<file path="src/hw/rtl/fmr_pkg.sv">
`timescale 1ns / 1ps
// ----------------------------------------------------------------------------
// fmr_pkg: shared types and constants of the framed message receiver
// Parse phases, back-end states, status codes and the command word passed
// from the frame parser to the result emitter.
// ----------------------------------------------------------------------------
package fmr_pkg;

	localparam int STORE_DEPTH            = 32;
	localparam int STORE_AW               = 5;
	localparam int MAX_STORED_PAYLOAD_DEF = 32;
	localparam int CFG_DW                 = 64;
	localparam int CFG_IW                 = 3;

	localparam logic [CFG_IW-1:0] REG_START_MARKER = 3'd0;
	localparam logic [CFG_IW-1:0] REG_END_MARKER   = 3'd1;
	localparam logic [CFG_IW-1:0] REG_OPCODE_MASK0 = 3'd2;
	localparam logic [CFG_IW-1:0] REG_OPCODE_MASK1 = 3'd3;
	localparam logic [CFG_IW-1:0] REG_OPCODE_MASK2 = 3'd4;
	localparam logic [CFG_IW-1:0] REG_OPCODE_MASK3 = 3'd5;

	localparam logic [1:0] ST_GOOD   = 2'd0;
	localparam logic [1:0] ST_CKSUM  = 2'd1;
	localparam logic [1:0] ST_NO_END = 2'd2;

	typedef enum logic [2:0] {
		PH_HUNT,
		PH_OPCODE,
		PH_LENGTH,
		PH_PAYLOAD,
		PH_CHECKSUM,
		PH_END
	} phase_t;

	typedef enum logic [1:0] {
		BK_IDLE,
		BK_READ,
		BK_OUT
	} back_state_t;

	typedef struct packed {
		logic [7:0]   start_marker;
		logic [7:0]   end_marker;
		logic [255:0] opcode_mask;
	} cfg_t;

	typedef struct packed {
		logic [1:0] status;
		logic [7:0] opcode;
		logic [7:0] length;
		logic [5:0] count;
	} cmd_t;

	typedef struct packed {
		logic                we;
		logic [STORE_AW-1:0] addr;
		logic [7:0]          data;
	} mem_wr_t;

endpackage

</file>
<file path="src/hw/rtl/fmr_front.sv">
`timescale 1ns / 1ps
// ----------------------------------------------------------------------------
// fmr_front: frame parser
// Hunts for the start marker, checks the opcode, tracks length and checksum,
// stores leading payload bytes and issues one command per finished frame.
// ----------------------------------------------------------------------------
module fmr_front import fmr_pkg::*; #(
	parameter int MAX_STORED_PAYLOAD = MAX_STORED_PAYLOAD_DEF
) (
	input  logic       clk,
	input  logic       arst_n,
	input  cfg_t       cfg,
	input  logic       in_valid,
	output logic       in_ready,
	input  logic [7:0] rx_byte,
	input  logic       back_busy,
	input  logic       cmd_full,
	output logic       cmd_push,
	output cmd_t       cmd,
	output mem_wr_t    mem_wr
);

	localparam int KEEP_CAP =
		(MAX_STORED_PAYLOAD > STORE_DEPTH) ? STORE_DEPTH : MAX_STORED_PAYLOAD;

	phase_t     ph_q, ph_d;
	logic [7:0] opcode_q;
	logic [7:0] length_q;
	logic [7:0] seen_q;
	logic [7:0] sum_q;
	logic       in_acc;
	logic       store;
	logic       op_ok;
	logic       sum_ok;
	logic [7:0] seen_nx;
	logic [5:0] keep_cnt;

	assign in_acc   = in_valid && in_ready;
	assign store    = (seen_q < 8'(KEEP_CAP));
	assign op_ok    = cfg.opcode_mask[rx_byte];
	assign sum_ok   = (8'(sum_q + cfg.end_marker) == rx_byte);
	assign seen_nx  = 8'(seen_q + 8'd1);
	assign keep_cnt = (length_q > 8'(KEEP_CAP)) ? 6'(KEEP_CAP) : length_q[5:0];

	always_comb begin
		ph_d = ph_q;
		if (in_acc) begin
			case (ph_q)
				PH_HUNT:     ph_d = (rx_byte == cfg.start_marker) ? PH_OPCODE : PH_HUNT;
				PH_OPCODE:   ph_d = op_ok ? PH_LENGTH : PH_HUNT;
				PH_LENGTH:   ph_d = (rx_byte != 8'd0) ? PH_PAYLOAD : PH_CHECKSUM;
				PH_PAYLOAD:  ph_d = (seen_nx == length_q) ? PH_CHECKSUM : PH_PAYLOAD;
				PH_CHECKSUM: ph_d = sum_ok ? PH_END : PH_HUNT;
				PH_END:      ph_d = PH_HUNT;
				default:     ph_d = PH_HUNT;
			endcase
		end
	end

	always_comb begin
		case (ph_q)
			PH_PAYLOAD:  in_ready = !(store && back_busy);
			PH_CHECKSUM: in_ready = !cmd_full;
			PH_END:      in_ready = !cmd_full;
			default:     in_ready = 1'b1;
		endcase
	end

	always_comb begin
		cmd_push    = 1'b0;
		cmd.status  = ST_GOOD;
		cmd.opcode  = opcode_q;
		cmd.length  = length_q;
		cmd.count   = 6'd0;
		mem_wr.we   = 1'b0;
		mem_wr.addr = seen_q[STORE_AW-1:0];
		mem_wr.data = rx_byte;
		case (ph_q)
			PH_PAYLOAD: begin
				mem_wr.we = in_acc && store;
			end
			PH_CHECKSUM: begin
				cmd_push   = in_acc && !sum_ok;
				cmd.status = ST_CKSUM;
			end
			PH_END: begin
				cmd_push = in_acc;
				if (rx_byte == cfg.end_marker) begin
					cmd.status = ST_GOOD;
					cmd.count  = keep_cnt;
				end else begin
					cmd.status = ST_NO_END;
				end
			end
			default: ;
		endcase
	end

	always_ff @(posedge clk or negedge arst_n) begin
		if (!arst_n) begin
			ph_q     <= PH_HUNT;
			opcode_q <= 8'd0;
			length_q <= 8'd0;
			seen_q   <= 8'd0;
			sum_q    <= 8'd0;
		end else begin
			ph_q <= ph_d;
			if (in_acc) begin
				case (ph_q)
					PH_OPCODE: begin
						if (op_ok) begin
							opcode_q <= rx_byte;
						end
					end
					PH_LENGTH: begin
						length_q <= rx_byte;
						seen_q   <= 8'd0;
						sum_q    <= 8'(cfg.start_marker + opcode_q + rx_byte);
					end
					PH_PAYLOAD: begin
						seen_q <= seen_nx;
						sum_q  <= 8'(sum_q + rx_byte);
					end
					default: ;
				endcase
			end
		end
	end

endmodule

</file>
<file path="src/hw/rtl/fmr_cmd_fifo.sv">
`timescale 1ns / 1ps
// ----------------------------------------------------------------------------
// fmr_cmd_fifo: command queue
// Two-entry queue of frame commands between the parser and the emitter.
// ----------------------------------------------------------------------------
module fmr_cmd_fifo import fmr_pkg::*; (
	input  logic clk,
	input  logic arst_n,
	input  logic push,
	input  cmd_t wr_cmd,
	input  logic pop,
	output cmd_t rd_cmd,
	output logic full,
	output logic empty
);

	cmd_t       slot_q [2];
	logic       wr_ptr_q;
	logic       rd_ptr_q;
	logic [1:0] cnt_q;

	assign full   = (cnt_q == 2'd2);
	assign empty  = (cnt_q == 2'd0);
	assign rd_cmd = slot_q[rd_ptr_q];

	always_ff @(posedge clk) begin
		if (push) begin
			slot_q[wr_ptr_q] <= wr_cmd;
		end
	end

	always_ff @(posedge clk or negedge arst_n) begin
		if (!arst_n) begin
			wr_ptr_q <= 1'b0;
			rd_ptr_q <= 1'b0;
			cnt_q    <= 2'd0;
		end else begin
			if (push) begin
				wr_ptr_q <= !wr_ptr_q;
			end
			if (pop) begin
				rd_ptr_q <= !rd_ptr_q;
			end
			cnt_q <= 2'(cnt_q + {1'b0, push} - {1'b0, pop});
		end
	end

endmodule

</file>
<file path="src/hw/rtl/fmr_back.sv">
`timescale 1ns / 1ps
// ----------------------------------------------------------------------------
// fmr_back: result emitter
// Holds the payload store, takes commands from the queue and emits one
// result per stored byte, or a single result for empty or failed frames.
// ----------------------------------------------------------------------------
module fmr_back import fmr_pkg::*; (
	input  logic                clk,
	input  logic                arst_n,
	input  mem_wr_t             mem_wr,
	input  cmd_t                cmd,
	input  logic                cmd_empty,
	output logic                cmd_pop,
	output logic                busy,
	output logic                out_valid,
	input  logic                out_ready,
	output logic [1:0]          status,
	output logic [7:0]          frame_opcode,
	output logic [7:0]          frame_length,
	output logic [STORE_AW-1:0] byte_index,
	output logic [7:0]          payload_byte,
	output logic                last
);

	logic [7:0]          mem [STORE_DEPTH];
	logic [7:0]          rd_q;
	back_state_t         st_q, st_d;
	cmd_t                cmd_q;
	logic [STORE_AW-1:0] idx_q;
	logic                no_data;
	logic                out_acc;

	assign no_data = (cmd_q.count == 6'd0);
	assign out_acc = out_valid && out_ready;

	always_comb begin
		st_d = st_q;
		case (st_q)
			BK_IDLE: begin
				if (!cmd_empty) begin
					st_d = (cmd.count == 6'd0) ? BK_OUT : BK_READ;
				end
			end
			BK_READ: st_d = BK_OUT;
			BK_OUT: begin
				if (out_acc) begin
					st_d = last ? BK_IDLE : BK_READ;
				end
			end
			default: st_d = BK_IDLE;
		endcase
	end

	always_comb begin
		cmd_pop      = (st_q == BK_IDLE) && !cmd_empty;
		busy         = (st_q != BK_IDLE);
		out_valid    = (st_q == BK_OUT);
		status       = cmd_q.status;
		frame_opcode = cmd_q.opcode;
		frame_length = cmd_q.length;
		byte_index   = idx_q;
		payload_byte = no_data ? 8'd0 : rd_q;
		last         = no_data || ({1'b0, idx_q} == 6'(cmd_q.count - 6'd1));
	end

	always_ff @(posedge clk) begin
		if (mem_wr.we) begin
			mem[mem_wr.addr] <= mem_wr.data;
		end
		if (st_q == BK_READ) begin
			rd_q <= mem[idx_q];
		end
		if (cmd_pop) begin
			cmd_q <= cmd;
		end
	end

	always_ff @(posedge clk or negedge arst_n) begin
		if (!arst_n) begin
			st_q  <= BK_IDLE;
			idx_q <= '0;
		end else begin
			st_q <= st_d;
			if (cmd_pop) begin
				idx_q <= '0;
			end else if (out_acc && !last) begin
				idx_q <= STORE_AW'(idx_q + 1'b1);
			end
		end
	end

endmodule

</file>
<file path="src/hw/rtl/framed_message_receiver_core.sv">
`timescale 1ns / 1ps
// ----------------------------------------------------------------------------
// framed_message_receiver_core: byte-stream deframer with additive checksum
// Parses start/opcode/length/payload/checksum/end frames from a byte stream
// and emits the stored payload, or one error result, per frame.
//
//   channel   direction  handshake               payload
//   input     in         in_valid / in_ready     rx_byte
//   output    out        out_valid / out_ready   status .. last
//   config    in         cfg_we                  cfg_index, cfg_data
//
// The parser takes one byte per cycle when not stalled.
// The emitter reads each stored byte from the store, then presents it as a result.
// Payload bytes that go to the store wait while an earlier frame is queued or emitted.
// Checksum and end bytes wait while the two-entry command queue is full.
// Reset returns to hunting; the payload store is not cleared.
// ----------------------------------------------------------------------------
module framed_message_receiver_core import fmr_pkg::*; #(
	parameter int MAX_STORED_PAYLOAD = MAX_STORED_PAYLOAD_DEF
) (
	input  logic                clk,
	input  logic                arst_n,
	input  logic                in_valid,
	output logic                in_ready,
	input  logic [7:0]          rx_byte,
	output logic                out_valid,
	input  logic                out_ready,
	output logic [1:0]          status,
	output logic [7:0]          frame_opcode,
	output logic [7:0]          frame_length,
	output logic [STORE_AW-1:0] byte_index,
	output logic [7:0]          payload_byte,
	output logic                last,
	input  logic                cfg_we,
	input  logic [CFG_IW-1:0]   cfg_index,
	input  logic [CFG_DW-1:0]   cfg_data
);

	cfg_t    cfg_q;
	cmd_t    push_cmd;
	cmd_t    pop_cmd;
	mem_wr_t mem_wr;
	logic    cmd_push;
	logic    cmd_pop;
	logic    cmd_full;
	logic    cmd_empty;
	logic    back_busy;
	logic    busy_any;

	assign busy_any = back_busy || !cmd_empty;

	always_ff @(posedge clk or negedge arst_n) begin
		if (!arst_n) begin
			cfg_q.start_marker <= 8'd2;
			cfg_q.end_marker   <= 8'd3;
			cfg_q.opcode_mask  <= '0;
		end else if (cfg_we) begin
			case (cfg_index)
				REG_START_MARKER: cfg_q.start_marker        <= cfg_data[7:0];
				REG_END_MARKER:   cfg_q.end_marker          <= cfg_data[7:0];
				REG_OPCODE_MASK0: cfg_q.opcode_mask[63:0]   <= cfg_data;
				REG_OPCODE_MASK1: cfg_q.opcode_mask[127:64] <= cfg_data;
				REG_OPCODE_MASK2: cfg_q.opcode_mask[191:128] <= cfg_data;
				REG_OPCODE_MASK3: cfg_q.opcode_mask[255:192] <= cfg_data;
				default: ;
			endcase
		end
	end

	fmr_front #(
		.MAX_STORED_PAYLOAD(MAX_STORED_PAYLOAD)
	) u_front (
		.clk       (clk),
		.arst_n    (arst_n),
		.cfg       (cfg_q),
		.in_valid  (in_valid),
		.in_ready  (in_ready),
		.rx_byte   (rx_byte),
		.back_busy (busy_any),
		.cmd_full  (cmd_full),
		.cmd_push  (cmd_push),
		.cmd       (push_cmd),
		.mem_wr    (mem_wr)
	);

	fmr_cmd_fifo u_fifo (
		.clk    (clk),
		.arst_n (arst_n),
		.push   (cmd_push),
		.wr_cmd (push_cmd),
		.pop    (cmd_pop),
		.rd_cmd (pop_cmd),
		.full   (cmd_full),
		.empty  (cmd_empty)
	);

	fmr_back u_back (
		.clk          (clk),
		.arst_n       (arst_n),
		.mem_wr       (mem_wr),
		.cmd          (pop_cmd),
		.cmd_empty    (cmd_empty),
		.cmd_pop      (cmd_pop),
		.busy         (back_busy),
		.out_valid    (out_valid),
		.out_ready    (out_ready),
		.status       (status),
		.frame_opcode (frame_opcode),
		.frame_length (frame_length),
		.byte_index   (byte_index),
		.payload_byte (payload_byte),
		.last         (last)
	);

	a_store_quiet: assert property (@(posedge clk) disable iff (!arst_n)
		mem_wr.we |-> !busy_any)
		else $error("payload store written while a frame is being emitted");

	a_no_overflow: assert property (@(posedge clk) disable iff (!arst_n)
		cmd_push |-> !cmd_full)
		else $error("command queue overflow");

	a_error_single: assert property (@(posedge clk) disable iff (!arst_n)
		(out_valid && status != ST_GOOD) |-> (last && payload_byte == 8'd0
			&& byte_index == '0))
		else $error("error result is not a single zero result");

endmodule
</file>
<file path="config.mk">
export PLATFORM = sky130hd
export DESIGN_NAME = framed_message_receiver_core
export DESIGN_NICKNAME = d
export VERILOG_FILES = /design/src/hw/rtl/fmr_pkg.sv /design/src/hw/rtl/fmr_front.sv /design/src/hw/rtl/fmr_cmd_fifo.sv /design/src/hw/rtl/fmr_back.sv /design/src/hw/rtl/framed_message_receiver_core.sv
export SDC_FILE = /design/constraint.sdc
export NUM_CORES = 1
export LEC_CHECK = 0
export ABC_AREA = 1
export BUFFER_PORTS_ARGS = -buffer_cell sky130_fd_sc_hd__buf_2
export CORE_ASPECT_RATIO = 0.6
export CORE_MARGIN = 2
export CORE_UTILIZATION = 65
export CTS_BUF_LIST = sky130_fd_sc_hd__clkbuf_16
export DETAILED_ROUTE_END_ITERATION = 12
export HOLD_SLACK_MARGIN = 0.03
export PLACE_DENSITY = 0.79
export SLEW_MARGIN = 20
export SYNTH_ARGS = -nofsm -noshare
export SYNTH_HDL_FRONTEND = slang
export SYNTH_SLANG_ARGS = --single-unit
</file>
<file path="constraint.sdc">
create_clock -name clk -period 10.5 [get_ports clk]
set_input_delay 0 -clock clk [delete_from_list [all_inputs] [get_ports clk]]
set_output_delay 0 -clock clk [all_outputs]
set_load 0.01 [all_outputs]
</file>
==> results of run 1 <==
-- cell usage in the layout (no fill, tap or decap), drive strengths merged, types with 45 or more instances in the layout --
cell,count
nor2,249
edfxtp,336
nand3,250
nand2,816
dlygate4sd3,74
o21ai,455
clkbuf,58
inv,190
o22ai,45
dfrtp,315
buf,141
-- layer usage --
| layer | global-route usage (%) | up-vias |
|---|---|---|
| li1 | - | 10400 |
| met1 | 51.29 | 11090 |
| met2 | 48.38 | 1467 |
| met3 | 8.986 | 150 |
| met4 | 7.098 | 2 |
| met5 | 0 | - |
-- worst max path at each step --
stage | end | slack (ns) | cells past startpoint | start
final | u_back.rd_q[2] | 6.84 | 8 | u_back.byte_index[0]
after global routing | u_fifo.slot_q[0][1] | 6.53 | 16 | cfg_q[256]
after detailed placement | u_fifo.slot_q[0][4] | 6.95 | 16 | cfg_q[256]
after global placement | u_fifo.slot_q[0][4] | 6.94 | 16 | cfg_q[256]
after floorplan | u_fifo.slot_q[1][0] | 7.09 | 15 | cfg_q[256]
after CTS | u_fifo.slot_q[0][4] | 6.95 | 16 | cfg_q[256]
-- stage by stage --
| stage | total power [mW] | cell area [um2] |
|---|---|---|
| detailed placement | 5.471 | 29980 |
| CTS | 7.631 | 32600 |
| finish | 7.684 | 32610 |
| global route | 8.064 | 32610 |
| global placement | 5.359 | 29980 |
| floorplan | 4.789 | 29350 |
-- layout make-up --
type                       instances  area [um2]
sequential                       654       18050
fill                            3086       12060
multi-input combinational       2015        9702
timing repair buffer             215        1539
clock buffer                      58        1451
tap                              589       737.0
inverter                         185       698.2
clock inverter                    48       425.4
-- sequential cells by signal (all words and copies together) (netlist names) --
name	cells
u_fifo.slot_q	48
u_front.seen_q	8
cfg_q	272
u_fifo.wr_ptr_q	1
u_back.rd_q	8
u_back.frame_opcode	8
u_front.ph_q	3
u_front.sum_q	8
u_back.frame_length	8
u_back.cmd_q	6
u_fifo.cnt_q	2
u_front.length_q	8
u_back.byte_index	5
u_back.status	2
u_back.mem	256
u_fifo.rd_ptr_q	1
u_front.opcode_q	8
u_back.st_q	2
-- where the power goes --
| group | internal, mW | total (mW) | switching, mW |
|---|---|---|---|
| Sequential | 3.09 | 3.40 | 0.312 |
| Combinational | 0.709 | 2.14 | 1.43 |
| Clock | 1.20 | 2.15 | 0.948 |
-- cell families after synthesis --
family	Yosys count
xor gates and xnor gates	46
AOI/OAI and AO/OA	565
DFF	654
and+or+nand+nor	1358
adders and majority gates	46
buffers and inverters	377
-- cells in the mapped netlist (5+ instances only) --
master / instances
fa_1: 10
xnor2_1: 24
o22ai_1: 45
nor2_1: 244
inv_1: 172
xor2_1: 22
nand4_1: 18
buf_4: 27
nand3_1: 250
nand2_1: 808
buf_1: 5
dfrtp_1: 315
a21oi_1: 19
clkbuf_1: 113
o221ai_1: 26
buf_2: 37
nor3_1: 15
o21ai_0: 452
nand2_2: 8
buf_6: 10
edfxtp_1: 336
ha_1: 36
o211ai_1: 11
inv_2: 8
-- what timing repair did --
item,4_1_cts,5_1_grt
endpoints found under the hold margin,483,0
setup buffers,0,0
hold buffers,74,0
-- worst reg2reg max path: stages, from the launching register on --
cell and delay [ns]:
dfrtp_4 0.80, clkinv_2 1.02, buf_4 0.65, o21ai_0 0.28, o221ai_1 0.16, nand3_1 0.24
nand4_1 0.11, o21ai_0 0.11, inv_1 0.06
==> flow_summary.yaml, run 1 <==
synthesis:
  synth_nets: 3172
  ys_seq_area_share_pct: 61.51
  synth_cells: 3046
  netlist.area_leader.share_pct: 34.38
  postSynth.topFlopCell: "edfxtp_1"
  syn_area_um2: 29350
  synthTopCellsByArea: "edfxtp_1 34%, dfrtp_1 27%, nand2_1 10%, o21ai_0 7.7%, nand3_1 4.3%"
  async_reset_ff_share_pct: 48.62
  synth_fa_ha_area_share_pct: 2.217
  synth_edf_count: 336
  ys_types: 43
  synth_xor_area_share_pct: 1.373
  yosys.area.top_type: "edfxtp_1"
  synth_top_family_by_area: "simple AND/OR/NAND/NOR gates"
  synth.area.mux_share_pct: 0
  synthSimpleGateAreaFrac_pct: 18.94
  yosys_register_bits: 654
  synth_compound_area_share_pct: 10.36
  yosysWarnings: 0
  syn_avg_cell_area_um2: 9.634
worst_setup_path:
  reg2regPathDepth: 8
  worstSetupEndpointType: "register"
  slowest_delay_ns: 0.96
  crit_required_ns: 10.86
  reg2reg_from: "u_back.byte_index[0]"
  crit_slowest_cell: "clkinv_2"
  path_buf_inv: 3
  reg2reg_to: "u_back.rd_q[2]"
  crit_arrival_ns: 4.03
  cp_top_family: "buffers and inverters"
  start_kind: "register"
  cp_cell_sequence: "clkinv_2, buf_4, o21ai_0, o221ai_1, nand3_1, nand4_1, o21ai_0, inv_1"
  crit_top_cell: "o21ai_0"
  timing_worst_setup_path_type: "reg2reg"
  crit_fanout: 78
  r2r_setup_slack_ns: 6.84
sta:
  setup_viol: 0
  hold_viol: 0
  fmax_ghz: 0.2730
  fin_setup_tns_ns: 0
  fin_ws_ns: 6.837
  worst_hold_slack_ns: 0.05593
  fin_crit_ns: 3.663
  relSlewSlack_pct: 27.19
  finalCritPeriodShare_pct: 34.89
  fin_skew_ns: 0.01244
  worst_slew_pin_slew_ns: 1.088
  slew_violations: 0
  rsz0062_at_grt: "no"
floorplanning:
  die_w_um: 278.3
  design.die.area_um2: 46920
  die_h_um: 168.6
  ios: 114
  core-area_um2: 44670
  rows: 60
  initial_utilization_pct: 65.70
worst_hold_path:
  whs_endpoint: "u_back.mem[31][5]"
  whs_path_depth: 2
  hp-start: "rx_byte[5]"
  min_path_type: "in2reg"
flow_run:
  maxCapViolCount: 0
pwr:
  cellPowerDensity_nw_per_um2: 235.6
  p_leak_nw: 13.92
  peakVddDrop_mv: 0.1718
clocking:
  clk_pin_slew_ns: 0.07
  cts_tree: "yes"
  clock_latency_ns: 0.61
  htree_levels: 2
  ctsRootBufferMaster: "clkbuf_16"
  cts_buffer_depth: 3
  post_cts_resized: 0
  clock_sinks: 654
  cts_inserted_buffers: 56
route:
  met3_length_mm: 10.46
  avgRoutedWirePerCell_um: 20.55
  met2_length_mm: 33.15
  via_count: 23110
  dr.pass1.iters: 8
  m1WireLength_mm: 32.41
  antenna_left: 0
  first_iter_violations: 3096
  drcViolationCount: 0
  via_per_inst: 6.140
  dr.max_layer_used: "met5"
  routed_wl_mm: 77.36
finish:
  nets: 3253
  final_util_pct: 73.00
  fin_cells: 3764
  drive_gt1_share_pct: 8.220
  diodes: 0
  syn_to_final_growth_pct: 11.12
placement:
  gp_congestion: 0.9216
  post-place-ws_ns: 6.947
  port_buffers: 113
  dp_cells: 3584
  hpwlAfterDp_mm: 48.23
global_routing:
  grt_overflow: 0
  first_global_vias: 22060
  grt.total_usage_pct: 33.46
  grt_pass1_wl_mm: 122.7
  antenna_found_initial: 1
  grt_max_degree: 129
status:
  status: "complete, no violations"
Note: power is estimated with default switching activity, not from simulation.
==> run 2: changes to the inputs <==
--- a/config.mk
+++ b/config.mk
@@ -9,11 +9,11 @@
 export BUFFER_PORTS_ARGS = -buffer_cell sky130_fd_sc_hd__buf_2
 export CORE_ASPECT_RATIO = 0.6
 export CORE_MARGIN = 2
-export CORE_UTILIZATION = 65
+export CORE_UTILIZATION = 62
 export CTS_BUF_LIST = sky130_fd_sc_hd__clkbuf_16
 export DETAILED_ROUTE_END_ITERATION = 12
 export HOLD_SLACK_MARGIN = 0.03
-export PLACE_DENSITY = 0.79
+export PLACE_DENSITY = 0.76
 export SLEW_MARGIN = 20
 export SYNTH_ARGS = -nofsm -noshare
 export SYNTH_HDL_FRONTEND = slang
==> constraint.sdc (replaced) <==
create_clock -name clk -period 3.5 [get_ports clk]
set_input_delay 0 -clock clk [delete_from_list [all_inputs] [get_ports clk]]
set_output_delay 0 -clock clk [all_outputs]
set_load 0.01 [all_outputs]
==> run 2 against run 1 <==
Sequential cell count unchanged. Clock skew up 0.0030 ns. Critical path depth up 11. Largest power group unchanged. Cell count up 1.6%. Design area up 1.0%. Global-route usage down 1.3 points.
==> flow_summary.yaml, run 2 (same netlist as run 1, synthesis figures left out) <==
sta:
  fmax_ghz: 0.3185
  fin_crit_ns: 3.139
  fin_skew_ns: 0.01547
  finalCritPeriodShare_pct: 89.70
  worst_slew_pin_slew_ns: 1.031
  setup_viol: 0
  fin_setup_tns_ns: 0
  slew_violations: 0
  relSlewSlack_pct: 31.02
  rsz0062_at_grt: "no"
  hold_viol: 0
clocking:
  ctsRootBufferMaster: "clkbuf_16"
  clock_sinks: 654
  cts_tree: "yes"
  cts_setup_buffers: 0
  clock_latency_ns: 0.60
  clk_pin_slew_ns: 0.07
  cts_buffer_depth: 3
  cts_inserted_buffers: 57
  htree_levels: 2
placement:
  gp_congestion: 0.9178
  hpwlAfterDp_mm: 51.16
  port_buffers: 113
  place_area_um2: 30270
worst_setup_path:
  crit_fanout: 3
  path_buf_inv: 4
  timing_worst_setup_path_type: "reg2reg"
  worstSetupEndpointType: "register"
  crit_arrival_ns: 3.66
  slowest_delay_ns: 0.56
  crit_slowest_cell: "dfstp_2"
  start_kind: "register"
  cp_top_family: "adder cells"
  crit_required_ns: 4.02
  cp_cell_sequence: "ha_1, inv_1, fa_1, inv_1, nand3_1, nand2_1, xor2_1, inv_1, nand2_1, nand3_1, nor2_1, nand2_1, nor3_2, nand3_1, nand2_1, ha_1, inv_1, ha_1, xnor2_1"
route:
  avgRoutedWirePerCell_um: 20.62
  via_count: 22820
  dr.pass1.iters: 6
  antenna_left: 0
  drcViolationCount: 0
  via_per_inst: 5.965
  first_iter_violations: 3534
  routed_wl_mm: 78.89
finish:
  largest_registers: "cfg_q x272, u_back.mem x256, u_fifo.slot_q x48"
  drive_gt1_share_pct: 8.988
  layout.cells.most_common: "nand2_1"
  layout_common_cells: "806 x nand2_1, 452 x o21ai_0, 336 x edfxtp_1, 314 x dfrtp_1, 248 x nand3_1"
  final_util_pct: 70.88
  final_area_um2: 32950
  regMostFlops: "cfg_q"
  syn_to_final_growth_pct: 12.27
  nets: 3270
  largest_reg_flops: 272
global_routing:
  grt_pass1_wl_mm: 123.5
  grt.total_usage_pct: 32.20
  grt_max_degree: 148
  antenna_found_initial: 1
  first_global_vias: 21790
  grt_overflow: 0
status:
  status: "complete, no violations"
pwr:
  pwr-share-clk_pct: 28.2
  power.share.sequential_pct: 43.4
  cellPowerDensity_nw_per_um2: 703.5
  p_sw_share_pct: 34.86
  peakVddDrop_mv: 0.4830
  comb_power_share_pct: 28.4
  p_int_mw: 15.10
  power_switching_mw: 8.081
  p_leak_nw: 14.05
worst_hold_path:
  min_path_type: "in2reg"
floorplanning:
  die_h_um: 172.5
  initial_utilization_pct: 63.13
  design.die.area_um2: 49140
  die_w_um: 284.9
  ios: 114
  core-area_um2: 46480
  rows: 61
flow_run:
  maxCapViolCount: 0
==> run 2: final cells by class <==
class | instances | area, um2
multi-input cells | 2015 | 9713
well taps | 630 | 788.3
clock buffers | 59 | 1476
clock inverters | 49 | 446.7
flip-flops and latches | 654 | 18050
repair buffers | 231 | 1762
fillers | 3405 | 13530
diodes | 3 | 7.507
inverters | 185 | 698.2
==> run 2: path summary, 6_finish.rpt <==
path                             from                end  slack, ns  cells past startpoint
setup reg to reg           cfg_q[256]    u_fifo.cnt_q[1]       0.36                     19
hold / removal             rx_byte[0]  u_back.mem[19][0]       0.02                      2
setup / recovery           cfg_q[256]    u_fifo.cnt_q[1]       0.36                     19
max in group asynchronous      arst_n         cfg_q[186]       2.49                      3
hold reg to reg            cfg_q[109]         cfg_q[109]       0.48                      2
min in group asynchronous      arst_n         cfg_q[157]       0.03                      2
==> run 2: layer usage <==
metal / up-vias / global-route usage, % / share of wire [%]
li1: 10420 / - / -
met1: 10900 / 50.08 / 43
met2: 1361 / 45.00 / 41
met3: 140 / 9.257 / 13
met4: 0 / 7.018 / 2.3
met5: - / 0 / 0
==> run 2: what timing repair did <==
action                                  4_1_cts  5_1_grt
gates resized for setup                       0        1
hold buffers                                 73        0
endpoints found under the hold margin       428        0
endpoints found under the setup margin        0        2
==> run 2: through the flow <==
stage | power (mW) | cells | hold slack (ns) | setup slack (ns)
detailed placement | 16.49 | 3642 | 0.1427 | 0.3352
global placement | 16.26 | 3642 | 0.1328 | 0.2682
floorplan | 14.37 | 3046 | -0.2956 | 0.09195
global route | 24.36 | 3823 | 0.04495 | 0.01690
CTS | 23.02 | 3823 | 0.05053 | 0.3376
finish | 23.18 | 3826 | 0.02151 | 0.3605
==> run 2: power groups by stage <==
stage | Combinational (mW) | Clock, mW | Sequential (mW)
final | 6.58 | 6.54 | 10.1
after CTS | 6.42 | 6.56 | 10.0
after global routing | 7.30 | 6.89 | 10.2
after global placement | 6.13 | 0 | 10.1
after floorplan | 4.47 | 0 | 9.90
after detailed placement | 6.31 | 0 | 10.2
